File: src/csb_pkg.sv
// Shared types, constants and helpers for the conveyor shift buffer.
// No dependencies.
package csb_pkg;

	localparam int MAX_SLOTS    = 16;
	localparam int PAYLOAD_BITS = 16;
	localparam int IDX_W        = (MAX_SLOTS > 1) ? $clog2(MAX_SLOTS) : 1;
	localparam int CNT_W        = $clog2(MAX_SLOTS + 1);
	localparam int LEN_W        = 5;

	localparam logic [1:0] OP_INSERT = 2'd0;
	localparam logic [1:0] OP_TICK   = 2'd1;
	localparam logic [1:0] OP_REMOVE = 2'd2;

	localparam logic [LEN_W-1:0] LEN_RESET = LEN_W'(16);

	typedef logic [PAYLOAD_BITS-1:0] slot_data_t;

	typedef struct packed {
		logic [1:0]  op;
		logic [15:0] payload_in;
	} in_word_t;

	typedef struct packed {
		logic        ok;
		logic [15:0] payload_out;
		logic [4:0]  occupancy;
	} out_word_t;

	typedef struct packed {
		logic tick;
		logic insert;
		logic remove;
		logic in_range;
	} cell_ctrl_t;

	function automatic slot_data_t to_slot(input logic [15:0] p);
		logic [79:0] w;
		w = 80'(p);
		return w[PAYLOAD_BITS-1:0];
	endfunction

	function automatic logic [15:0] from_slot(input slot_data_t s);
		logic [79:0] w;
		w = 80'(s);
		return w[15:0];
	endfunction

endpackage

File: src/csb_cell.sv
// One conveyor slot: valid bit and payload, moves toward the exit on a tick.
// Depends on csb_pkg.
module csb_cell (
	input  logic                clk,
	input  logic                arst_n,
	input  csb_pkg::cell_ctrl_t ctrl,
	input  logic                prev_full,
	input  csb_pkg::slot_data_t prev_payload,
	input  logic                hole_in,
	input  csb_pkg::slot_data_t payload_in,
	output logic                full,
	output csb_pkg::slot_data_t payload,
	output logic                hole_out
);
	import csb_pkg::*;

	logic       full_q;
	slot_data_t payload_q;
	logic       recv;
	logic       vacate;
	logic       insert_ok;

	// hole at this slot or somewhere ahead, reachable through a packed run
	assign hole_out  = ctrl.in_range & (~full_q | hole_in);
	assign recv      = ctrl.tick & prev_full & hole_out;
	assign vacate    = ctrl.tick & ctrl.in_range & full_q & hole_in;
	assign insert_ok = ctrl.insert & ~full_q;

	always_ff @(posedge clk or negedge arst_n) begin
		if (!arst_n) begin
			full_q <= 1'b0;
		end else if (insert_ok || recv) begin
			full_q <= 1'b1;
		end else if (vacate || (ctrl.remove && full_q)) begin
			full_q <= 1'b0;
		end
	end

	always_ff @(posedge clk) begin
		if (insert_ok) begin
			payload_q <= payload_in;
		end else if (recv) begin
			payload_q <= prev_payload;
		end
	end

	assign full    = full_q;
	assign payload = payload_q;

endmodule

File: src/csb_out_skid.sv
// Result output register with one skid entry.
// Depends on csb_pkg.
module csb_out_skid (
	input  logic               clk,
	input  logic               arst_n,
	input  logic               push,
	input  csb_pkg::out_word_t push_word,
	output logic               busy,
	output logic               valid,
	input  logic               stall,
	output csb_pkg::out_word_t word
);
	import csb_pkg::*;

	logic      valid_q;
	logic      skid_valid_q;
	out_word_t word_q;
	out_word_t skid_q;
	logic      take;

	assign take = valid_q & ~stall;

	always_ff @(posedge clk or negedge arst_n) begin
		if (!arst_n) begin
			valid_q      <= 1'b0;
			skid_valid_q <= 1'b0;
		end else if (skid_valid_q) begin
			if (take) begin
				skid_valid_q <= 1'b0;
			end
		end else if (push) begin
			if (valid_q && !take) begin
				skid_valid_q <= 1'b1;
			end else begin
				valid_q <= 1'b1;
			end
		end else if (take) begin
			valid_q <= 1'b0;
		end
	end

	always_ff @(posedge clk) begin
		if (skid_valid_q) begin
			if (take) begin
				word_q <= skid_q;
			end
		end else if (push) begin
			if (valid_q && !take) begin
				skid_q <= push_word;
			end else begin
				word_q <= push_word;
			end
		end
	end

	assign busy  = skid_valid_q;
	assign valid = valid_q;
	assign word  = word_q;

endmodule

File: src/conveyor_shift_buffer_unit.sv
// Conveyor shift buffer top level: row of slot cells, occupancy count, output skid.
// Depends on csb_pkg, csb_cell, csb_out_skid.
//
// Usage:
//   in channel  (in_valid / in_stall / in_word): one op per word, insert at the
//     entry slot, tick the conveyor one step, or remove from the exit slot.
//   out channel (out_valid / out_stall / out_word): one result word per op with
//     ok, removed payload and occupancy after the op.
//   cfg_we / cfg_wdata: writes length_in_use; write only while idle.
// Result: registered into the output register, or into the skid entry while the output is stalled.
// Throughput: one op per cycle while in_stall is low; every slot cell updates in the same cycle,
//   the tick move resolves through a hole-ahead chain running from exit to entry.
// Stall: the output register plus one skid entry hold results; in_stall rises
//   once both are full and drops as soon as the receiver takes a word.
// Reset: all slots empty, occupancy zero, length 16, no result pending.
module conveyor_shift_buffer_unit (
	input  logic                     clk,
	input  logic                     arst_n,
	input  logic                     in_valid,
	output logic                     in_stall,
	input  csb_pkg::in_word_t        in_word,
	output logic                     out_valid,
	input  logic                     out_stall,
	output csb_pkg::out_word_t       out_word,
	input  logic                     cfg_we,
	input  logic [csb_pkg::LEN_W-1:0] cfg_wdata
);
	import csb_pkg::*;

	logic [LEN_W-1:0] len_q;
	logic [CNT_W-1:0] count_q;
	logic [CNT_W-1:0] count_d;
	logic [CNT_W-1:0] len_eff;
	logic [IDX_W-1:0] last_idx;
	logic             acc;
	logic             do_insert;
	logic             do_tick;
	logic             do_remove;
	logic             insert_ok;
	logic             remove_ok;
	logic             busy;
	out_word_t        res;

	logic       full_v [MAX_SLOTS];
	slot_data_t pay_v  [MAX_SLOTS];
	logic       hole_v [MAX_SLOTS];
	cell_ctrl_t ctrl_v [MAX_SLOTS];
	slot_data_t pin;

	assign acc       = in_valid & ~in_stall;
	assign do_insert = acc & (in_word.op == OP_INSERT);
	assign do_tick   = acc & (in_word.op == OP_TICK);
	assign do_remove = acc & (in_word.op == OP_REMOVE);
	assign pin       = to_slot(in_word.payload_in);

	always_comb begin
		if (len_q == '0) begin
			len_eff = CNT_W'(1);
		end else if (32'(len_q) > MAX_SLOTS) begin
			len_eff = CNT_W'(MAX_SLOTS);
		end else begin
			len_eff = CNT_W'(len_q);
		end
	end
	assign last_idx = IDX_W'(len_eff - CNT_W'(1));

	always_ff @(posedge clk or negedge arst_n) begin
		if (!arst_n) begin
			len_q <= LEN_RESET;
		end else if (cfg_we) begin
			len_q <= cfg_wdata;
		end
	end

	for (genvar i = 0; i < MAX_SLOTS; i++) begin : g_cell
		logic prev_full;
		slot_data_t prev_pay;
		logic hole_in;
		if (i == 0) begin : g_entry
			assign prev_full = 1'b0;
			assign prev_pay  = '0;
		end else begin : g_mid
			assign prev_full = full_v[i-1];
			assign prev_pay  = pay_v[i-1];
		end
		if (i == MAX_SLOTS - 1) begin : g_end
			assign hole_in = 1'b0;
		end else begin : g_link
			assign hole_in = hole_v[i+1];
		end

		assign ctrl_v[i].tick     = do_tick;
		assign ctrl_v[i].insert   = do_insert & (i == 0);
		assign ctrl_v[i].remove   = do_remove & (IDX_W'(i) == last_idx);
		assign ctrl_v[i].in_range = CNT_W'(i) < len_eff;

		csb_cell u_cell (
			.clk         (clk),
			.arst_n      (arst_n),
			.ctrl        (ctrl_v[i]),
			.prev_full   (prev_full),
			.prev_payload(prev_pay),
			.hole_in     (hole_in),
			.payload_in  (pin),
			.full        (full_v[i]),
			.payload     (pay_v[i]),
			.hole_out    (hole_v[i])
		);
	end

	assign insert_ok = do_insert & ~full_v[0];
	assign remove_ok = do_remove & full_v[last_idx];

	always_comb begin
		count_d = count_q;
		if (insert_ok) begin
			count_d = count_q + CNT_W'(1);
		end else if (remove_ok && count_q != '0) begin
			count_d = count_q - CNT_W'(1);
		end
	end

	always_ff @(posedge clk or negedge arst_n) begin
		if (!arst_n) begin
			count_q <= '0;
		end else begin
			count_q <= count_d;
		end
	end

	always_comb begin
		res.ok          = insert_ok | remove_ok;
		res.payload_out = remove_ok ? from_slot(pay_v[last_idx]) : 16'd0;
		res.occupancy   = 5'(count_d);
	end

	csb_out_skid u_out (
		.clk      (clk),
		.arst_n   (arst_n),
		.push     (acc),
		.push_word(res),
		.busy     (busy),
		.valid    (out_valid),
		.stall    (out_stall),
		.word     (out_word)
	);

	assign in_stall = busy;

endmodule

File: config.mk
export PLATFORM = sky130hd
export DESIGN_NAME = conveyor_shift_buffer_unit
export DESIGN_NICKNAME = d
export VERILOG_FILES = /design/src/csb_pkg.sv /design/src/csb_cell.sv /design/src/csb_out_skid.sv /design/src/conveyor_shift_buffer_unit.sv
export SDC_FILE = /design/constraint.sdc
export NUM_CORES = 1
export LEC_CHECK = 0
export ABC_CLOCK_PERIOD_IN_PS = 4200
export BUFFER_PORTS_ARGS = -buffer_cell sky130_fd_sc_hd__buf_2
export CAP_MARGIN = 0
export CORE_ASPECT_RATIO = 1.5
export CORE_MARGIN = 1
export CORE_UTILIZATION = 33
export DETAILED_ROUTE_END_ITERATION = 8
export PLACE_DENSITY = 0.52
export SETUP_SLACK_MARGIN = 0.02
export SLEW_MARGIN = 10
export SYNTH_ARGS = -nofsm -noshare
export SYNTH_HDL_FRONTEND = slang
export SYNTH_SLANG_ARGS = --single-unit
File: constraint.sdc
create_clock -name clk -period 4.2 [get_ports clk]
set_input_delay 0 -clock clk [delete_from_list [all_inputs] [get_ports clk]]
set_output_delay 0 -clock clk [all_outputs]
set_load 0.1 [all_outputs]
==> flow_summary.json, run 1 <==
{
  "outcome": "completed",
  "syn_to_final_growth_pct": 17.03,
  "synth-edff-count": 300,
  "setup-violations-final": 0,
  "insertedDiodeCount": 0,
  "crit_type": "reg -> reg",
  "gp_congestion": 0.8843,
  "core-area_sq_mm": 0.03931,
  "cts.clk_slew.worst_paths_ns": 0.06,
  "cp_cell_sequence": "inv_1 > o21a_4 > ha_2 > mux2_2 > or3_1 > a21o_1 > nand2_1 > or3_4 > nand2_1 > mux2_2",
  "viasPerCell": 5.073,
  "dr.pass1.iters": 4,
  "pre_cts_slack_ns": 0.6918,
  "ys_top_cells_by_count": "edfxtp_1 (300), mux4_2 (67), o21ai_0 (32)",
  "tightest_slew_ns": 1.051,
  "yosysMostFrequentCell": "edfxtp_1",
  "crit_slowest_cell": "dfstp_2",
  "drt-total-wl_mm": 26.47,
  "min_period_ns": 3.525,
  "relSlewSlack_pct": 29.90,
  "start_kind": "flop",
  "met1_usage_pct": 17.66,
  "clk_latency_ns": 0.59,
  "fin_crit_sh_pct": 83.94,
  "postRouteAntennaNets": 0,
  "fin_ws_ns": 0.6747,
  "row_count": 89,
  "antenna_found_initial": 0,
  "p_total_mw": 8.895,
  "route.detailed.drc": 0,
  "reg2reg_depth": 10,
  "crit_family": "simple AND/OR/NAND/NOR gates",
  "dp_cells": 1245,
  "peakVddDrop_uv": 241.1,
  "multi_input_area_sq_mm": 0.003207,
  "drtIter0Drc": 364,
  "fmax_mhz": 283.7,
  "cts_sinks": 328,
  "initial_core_util_pct": 33.41,
  "seq_area_frac_synth_pct": 73.94,
  "die_x_um": 164.9,
  "cts-buffers-inserted": 31,
  "critPathMaxStageDelay_ns": 0.71,
  "synthArstFlopShare_pct": 8.537,
  "vias": 6777,
  "finalCoreUtilization_pct": 39.10,
  "grt_pass1_wl_mm": 42.15,
  "synth_ff_type": "edfxtp_1",
  "maxSlewViolCount": 0,
  "grt_overflow": 0,
  "tns_ns": 0,
  "critPathCaptureType": "flop",
  "syn_area_per_cell_sq_um": 18.63,
  "die-area_sq_mm": 0.04062,
  "yosysUniqueCellTypes": 64,
  "critPathRequiredTime_ns": 4.54,
  "grt_pass1_vias": 7139,
  "wire_per_inst_um": 19.81,
  "postCtsSetupBuffers": 0,
  "drive_above_1_share_pct": 25.72,
  "yosys-top-cells-area": "edfxtp_1 (69%), mux4_2 (11%), dfrtp_1 (5.1%)",
  "use_met3_pct": 1.869,
  "hold_path.class": "in -> async",
  "syn-num-nets": 737,
  "post-synth-top-area-fraction_pct": 68.59,
  "synth_area_leader_cell": "edfxtp_1",
  "skew_ns": 0.009086,
  "r2r_end": "u_out.word[21]$_DFFE_PP_",
  "leakage_nw": 5.194,
  "die_h_um": 246.3,
  "h-tree-depth": 1,
  "crit_buf_inv": 1,
  "nets": 845,
  "met2_usage_pct": 23.32,
  "hpwl_mm": 17.78,
  "post_cts_resized": 0,
  "maxCapViolCount": 0,
  "clockBufferDepth": 3,
  "io_pins": 52,
  "yosys_warnings": 0,
  "r2r_slack_ns": 0.67,
  "grt_busiest_layer": "met2",
  "crit_fanout": 20,
  "r2r_start": "len_q[4]$_DFFE_PN1P_",
  "synth_area_sq_mm": 0.01313,
  "seqCellArea_sq_mm": 0.009711,
  "grt_use_total_pct": 13.62,
  "postSynthCellCount": 705,
  "hold_violations": 0,
  "crit_arrival_ns": 3.86,
  "cts_tree": "built",
  "p_per_area_mw_per_mm2": 578.7,
  "grt_setup_unrepaired": "no",
  "nFillCells": 3571,
  "layout.cells.non_filler": 1336,
  "numPortBuffers": 51,
  "clock-root-buffer": "clkbuf_16",
  "ys_ff_latch": 328,
  "grt_start_max_net_pins": 38
}
## what timing repair did
item                                    4_1_cts  5_1_grt
endpoints found under the setup margin        0        0
hold buffers                                 35        0
endpoints found under the hold margin        56        0
## flip-flops by register name, summed over array words and instances (netlist names)
register               count
g_cell.u_cell.full        16
u_out.valid                1
count_q                    5
u_out.busy                 1
u_out.word                22
u_out.skid_q              22
len_q                      5
g_cell.u_cell.payload    256
## layout by cell type, fill, tap and decap left out, types with 3 or more instances in the layout
master         instances
clkinv_2               4
nand2b_1               4
nor3_2                 3
edfxtp_1             300
clkbuf_8               3
nor3_1                19
clkbuf_1               6
mux4_2                67
a21oi_1               11
dlygate4sd3_1         35
mux2_2                 7
o211ai_1               3
or3_1                  3
or2_2                  3
a21o_1                19
buf_4                 25
buf_2                 51
nand2_1               25
o21ai_0               32
nand4_1                4
dfrtp_1               27
o22ai_1               30
clkinv_1               8
clkbuf_16             31
and3_1                 5
nor2_1                17
and2_1                 3
o21bai_1               5
inv_1                 15
ha_1                   3
a31oi_1                4
nand3_1                7
## how the worst max path moves through the flow
stage | endpoint | slack (ns) | startpoint | cells past startpoint
final | u_out.word[21]$_DFFE_PP_ | 0.67 | len_q[4]$_DFFE_PN1P_ | 10
after global routing | u_out.word[21]$_DFFE_PP_ | 0.54 | len_q[4]$_DFFE_PN1P_ | 10
after CTS | u_out.word[21]$_DFFE_PP_ | 0.68 | len_q[4]$_DFFE_PN1P_ | 10
after detailed placement | u_out.word[21]$_DFFE_PP_ | 0.69 | len_q[4]$_DFFE_PN1P_ | 10
after global placement | u_out.word[21]$_DFFE_PP_ | 0.82 | len_q[4]$_DFFE_PN1P_ | 10
after floorplan | g_cell[8].u_cell.payload[0]$_DFFE_PP_ | 0.26 | u_out.busy$_DFF_PN0_ | 5
## where the power goes
group | leakage [nW] | internal (mW) | switching [mW]
clock network | 0.481 | 1.53 | 1.20
logic | 1.64 | 0.601 | 1.47
registers | 3.08 | 3.90 | 0.199
total | 5.19 | 6.02 | 2.87
## cell families after synthesis
logic type,share of synthesized area (%)
flip-flops,73.94
AO/OA/AOI/OAI,6.897
AND/OR/NAND/NOR,4.449
multiplexers,12.24
buffers and inverters,1.896
adder cells (fa/ha/maj),0.3811
XOR/XNOR,0.2001
## stage by stage
stage / cell area (sq um) / hold WS (ns)
6_report: 15370 / 0.009926
3_3_place_gp: 14040 / 0.09423
5_1_grt: 15370 / 0.05903
4_1_cts: 15370 / 0.003924
3_5_place_dp: 14040 / 0.09705
2_1_floorplan: 13130 / -0.2956
## layer usage
layer  routed length, um  up-vias  share of wire [%]
met5                   0        -                  0
met4                 606        0                2.3
met3                1149       39                4.3
met2               13500      140                 51
met1               11220     3493                 42
li1                    -     3105                  -
## final cells by class
cell class,instances,area share [%]
flip-flops and latches,328,63.17
multi-input cells,326,20.86
clock buffers,40,5.462
repair buffers,111,5.161
well taps,500,4.070
clock inverters,16,0.9035
inverters,15,0.3663
(Power assumes the default switching activity.)
==> run 2, diff against run 1 <==
- ABC_CLOCK_PERIOD_IN_PS: 4200 -> 3000
- PLACE_DENSITY: 0.52 -> 0.54
- clock period: 4.2 -> 3 ns (I/O delays scaled with it)
==> run 2 against run 1 <==
Net effect:
- register-to-register slack got worse by 0.53 ns
- sequential power increased by 40%
- design area grew 5.0%
- highest routed layer unchanged
==> flow_summary.json, run 2 (synthesis gave the netlist of run 1 again) <==
{
  "tns_ns": 0,
  "grt_use_total_pct": 13.31,
  "start_kind": "flop",
  "min_period_ns": 2.858,
  "setup-violations-final": 0,
  "r2r_start": "len_q[4]$_DFFE_PN1P_",
  "skew_ns": 0.01804,
  "clock-root-buffer": "clkbuf_16",
  "leakage_nw": 5.509,
  "syn_to_final_growth_pct": 22.89,
  "p_per_area_mw_per_mm2": 804.1,
  "largest_register_ffs": 256,
  "insertedDiodeCount": 0,
  "met1_length_mm": 11.36,
  "fmax_mhz": 350.0,
  "gp_congestion": 0.8566,
  "die-area_sq_mm": 0.04062,
  "dr_wl_met3_um": 979,
  "hold_violations": 0,
  "grt_pass1_vias": 7133,
  "reg2reg_depth": 9,
  "initial_core_util_pct": 33.41,
  "relSlewSlack_pct": 52.63,
  "r2r_end": "u_out.word[20]$_DFFE_PP_",
  "cts_tree": "built",
  "cts_sinks": 328,
  "crit_fanout": 53,
  "drive_above_1_share_pct": 32.00,
  "viasPerCell": 4.953,
  "vias": 6810,
  "critPathRequiredTime_ns": 3.33,
  "dr.pass1.iters": 4,
  "drt-total-wl_mm": 26.63,
  "grt_overflow": 0,
  "core-area_sq_mm": 0.03931,
  "crit_arrival_ns": 3.18,
  "row_count": 89,
  "h-tree-depth": 1,
  "maxSlewViolCount": 0,
  "clockBufferDepth": 3,
  "r2r_slack_ns": 0.14,
  "fin_crit_sh_pct": 95.25,
  "cp-startpoint": "len_q[4]$_DFFE_PN1P_",
  "layout_common_cells": "edfxtp_1 (300), mux4_2 (67), buf_2 (51), buf_4 (48), dlygate4sd3_1 (35)",
  "cts.clk_slew.worst_paths_ns": 0.07,
  "numPortBuffers": 51,
  "die_x_um": 164.9,
  "mostFrequentLayoutCell": "edfxtp_1",
  "outcome": "completed",
  "dr.max_layer_used": "met4",
  "die_h_um": 246.3,
  "nets": 882,
  "postRouteAntennaNets": 0,
  "final_area_sq_mm": 0.01614,
  "maxCapViolCount": 0,
  "peakVddDrop_uv": 426.5,
  "io_pins": 52,
  "met2_length_mm": 13.74,
  "clk_latency_ns": 0.58,
  "antenna_found_initial": 0,
  "nFillCells": 3483,
  "grt_setup_unrepaired": "no",
  "drtIter0Drc": 396,
  "critPathCaptureType": "flop",
  "finalCoreUtilization_pct": 41.06,
  "hpwl_mm": 18.08,
  "grt_start_max_net_pins": 54,
  "crit_type": "reg -> reg",
  "placed_area_sq_mm": 0.01467,
  "route.detailed.drc": 0,
  "grt_pass1_wl_mm": 41.39,
  "hold_path.class": "in -> async",
  "tightest_slew_ns": 0.7106,
  "cts-buffers-inserted": 31,
  "wire_per_inst_um": 19.37
}
[run 2: cell count changes in the layout (fill, tap and decap cells not counted), moves of 4 or more]
cell	change
nor3_1	-14
nor3_2	+5
buf_12	+12
buf_4	+23
bufinv_16	+4
nor3_4	+9
[run 2: layout make-up]
| class | count | area, sq um | area share (%) |
|---|---|---|---|
| repair buffers | 148 | 1259 | 7.798 |
| clock buffers | 36 | 794.5 | 4.922 |
| clock inverters | 22 | 281.5 | 1.744 |
| inverters | 15 | 60.06 | 0.3721 |
| multi-input cells | 326 | 3408 | 21.12 |
| flip-flops and latches | 328 | 9712 | 60.17 |
| well taps | 500 | 625.6 | 3.876 |
[run 2: layer usage]
metal / vias up / global-route usage [%]
met5: - / 0
met4: 0 / 4.236
met3: 34 / 1.886
met2: 101 / 23.21
met1: 3484 / 16.89
li1: 3191 / -
[run 2: power breakdown]
part / switching (mW) / internal, mW
Sequential: 0.268 / 5.46
Combinational: 2.15 / 0.964
Clock: 1.72 / 2.43
[run 2: critical path: stages, from the launching register on]
cell and delay (ns):
dfstp_2 0.55, inv_2 0.04, o21a_4 0.13, ha_4 0.27
buf_4 0.17, buf_12 0.31, mux4_2 0.41, a22oi_1 0.39
a31oi_4 0.13, a21o_1 0.16
[run 2: how the worst max path moves through the flow]
stage                     cells past startpoint  slack (ns)                                     to
after global placement                        9        0.10  g_cell[6].u_cell.payload[6]$_DFFE_PP_
after floorplan                              16       -0.33               u_out.word[21]$_DFFE_PP_
after global routing                         10        0.03                u_out.word[1]$_DFFE_PP_
after detailed placement                      8        0.05               u_out.word[20]$_DFFE_PP_
after CTS                                     8        0.05               u_out.word[20]$_DFFE_PP_
final                                         9        0.14               u_out.word[20]$_DFFE_PP_
[run 2: timing repair]
| item | 4_1_cts | 5_1_grt |
|---|---|---|
| endpoints found under the hold margin | 53 | 0 |
| buffers inserted | 0 | 2 |
| hold buffers | 35 | 0 |
| resized for setup | 0 | 2 |
| setup endpoints to repair | 0 | 66 |
[run 2: stage by stage]
stage	worst slack (ns)	hold WS [ns]	std cells	power, mW
floorplan	-0.3333	-0.2956	705	8.151
global placement	0.1029	0.09614	1279	8.869
detailed placement	0.05020	0.1034	1279	8.895
CTS	0.04657	0.01844	1372	13.16
global route	0.03091	0.06113	1375	13.52
finish	0.1425	0.01417	1375	12.98
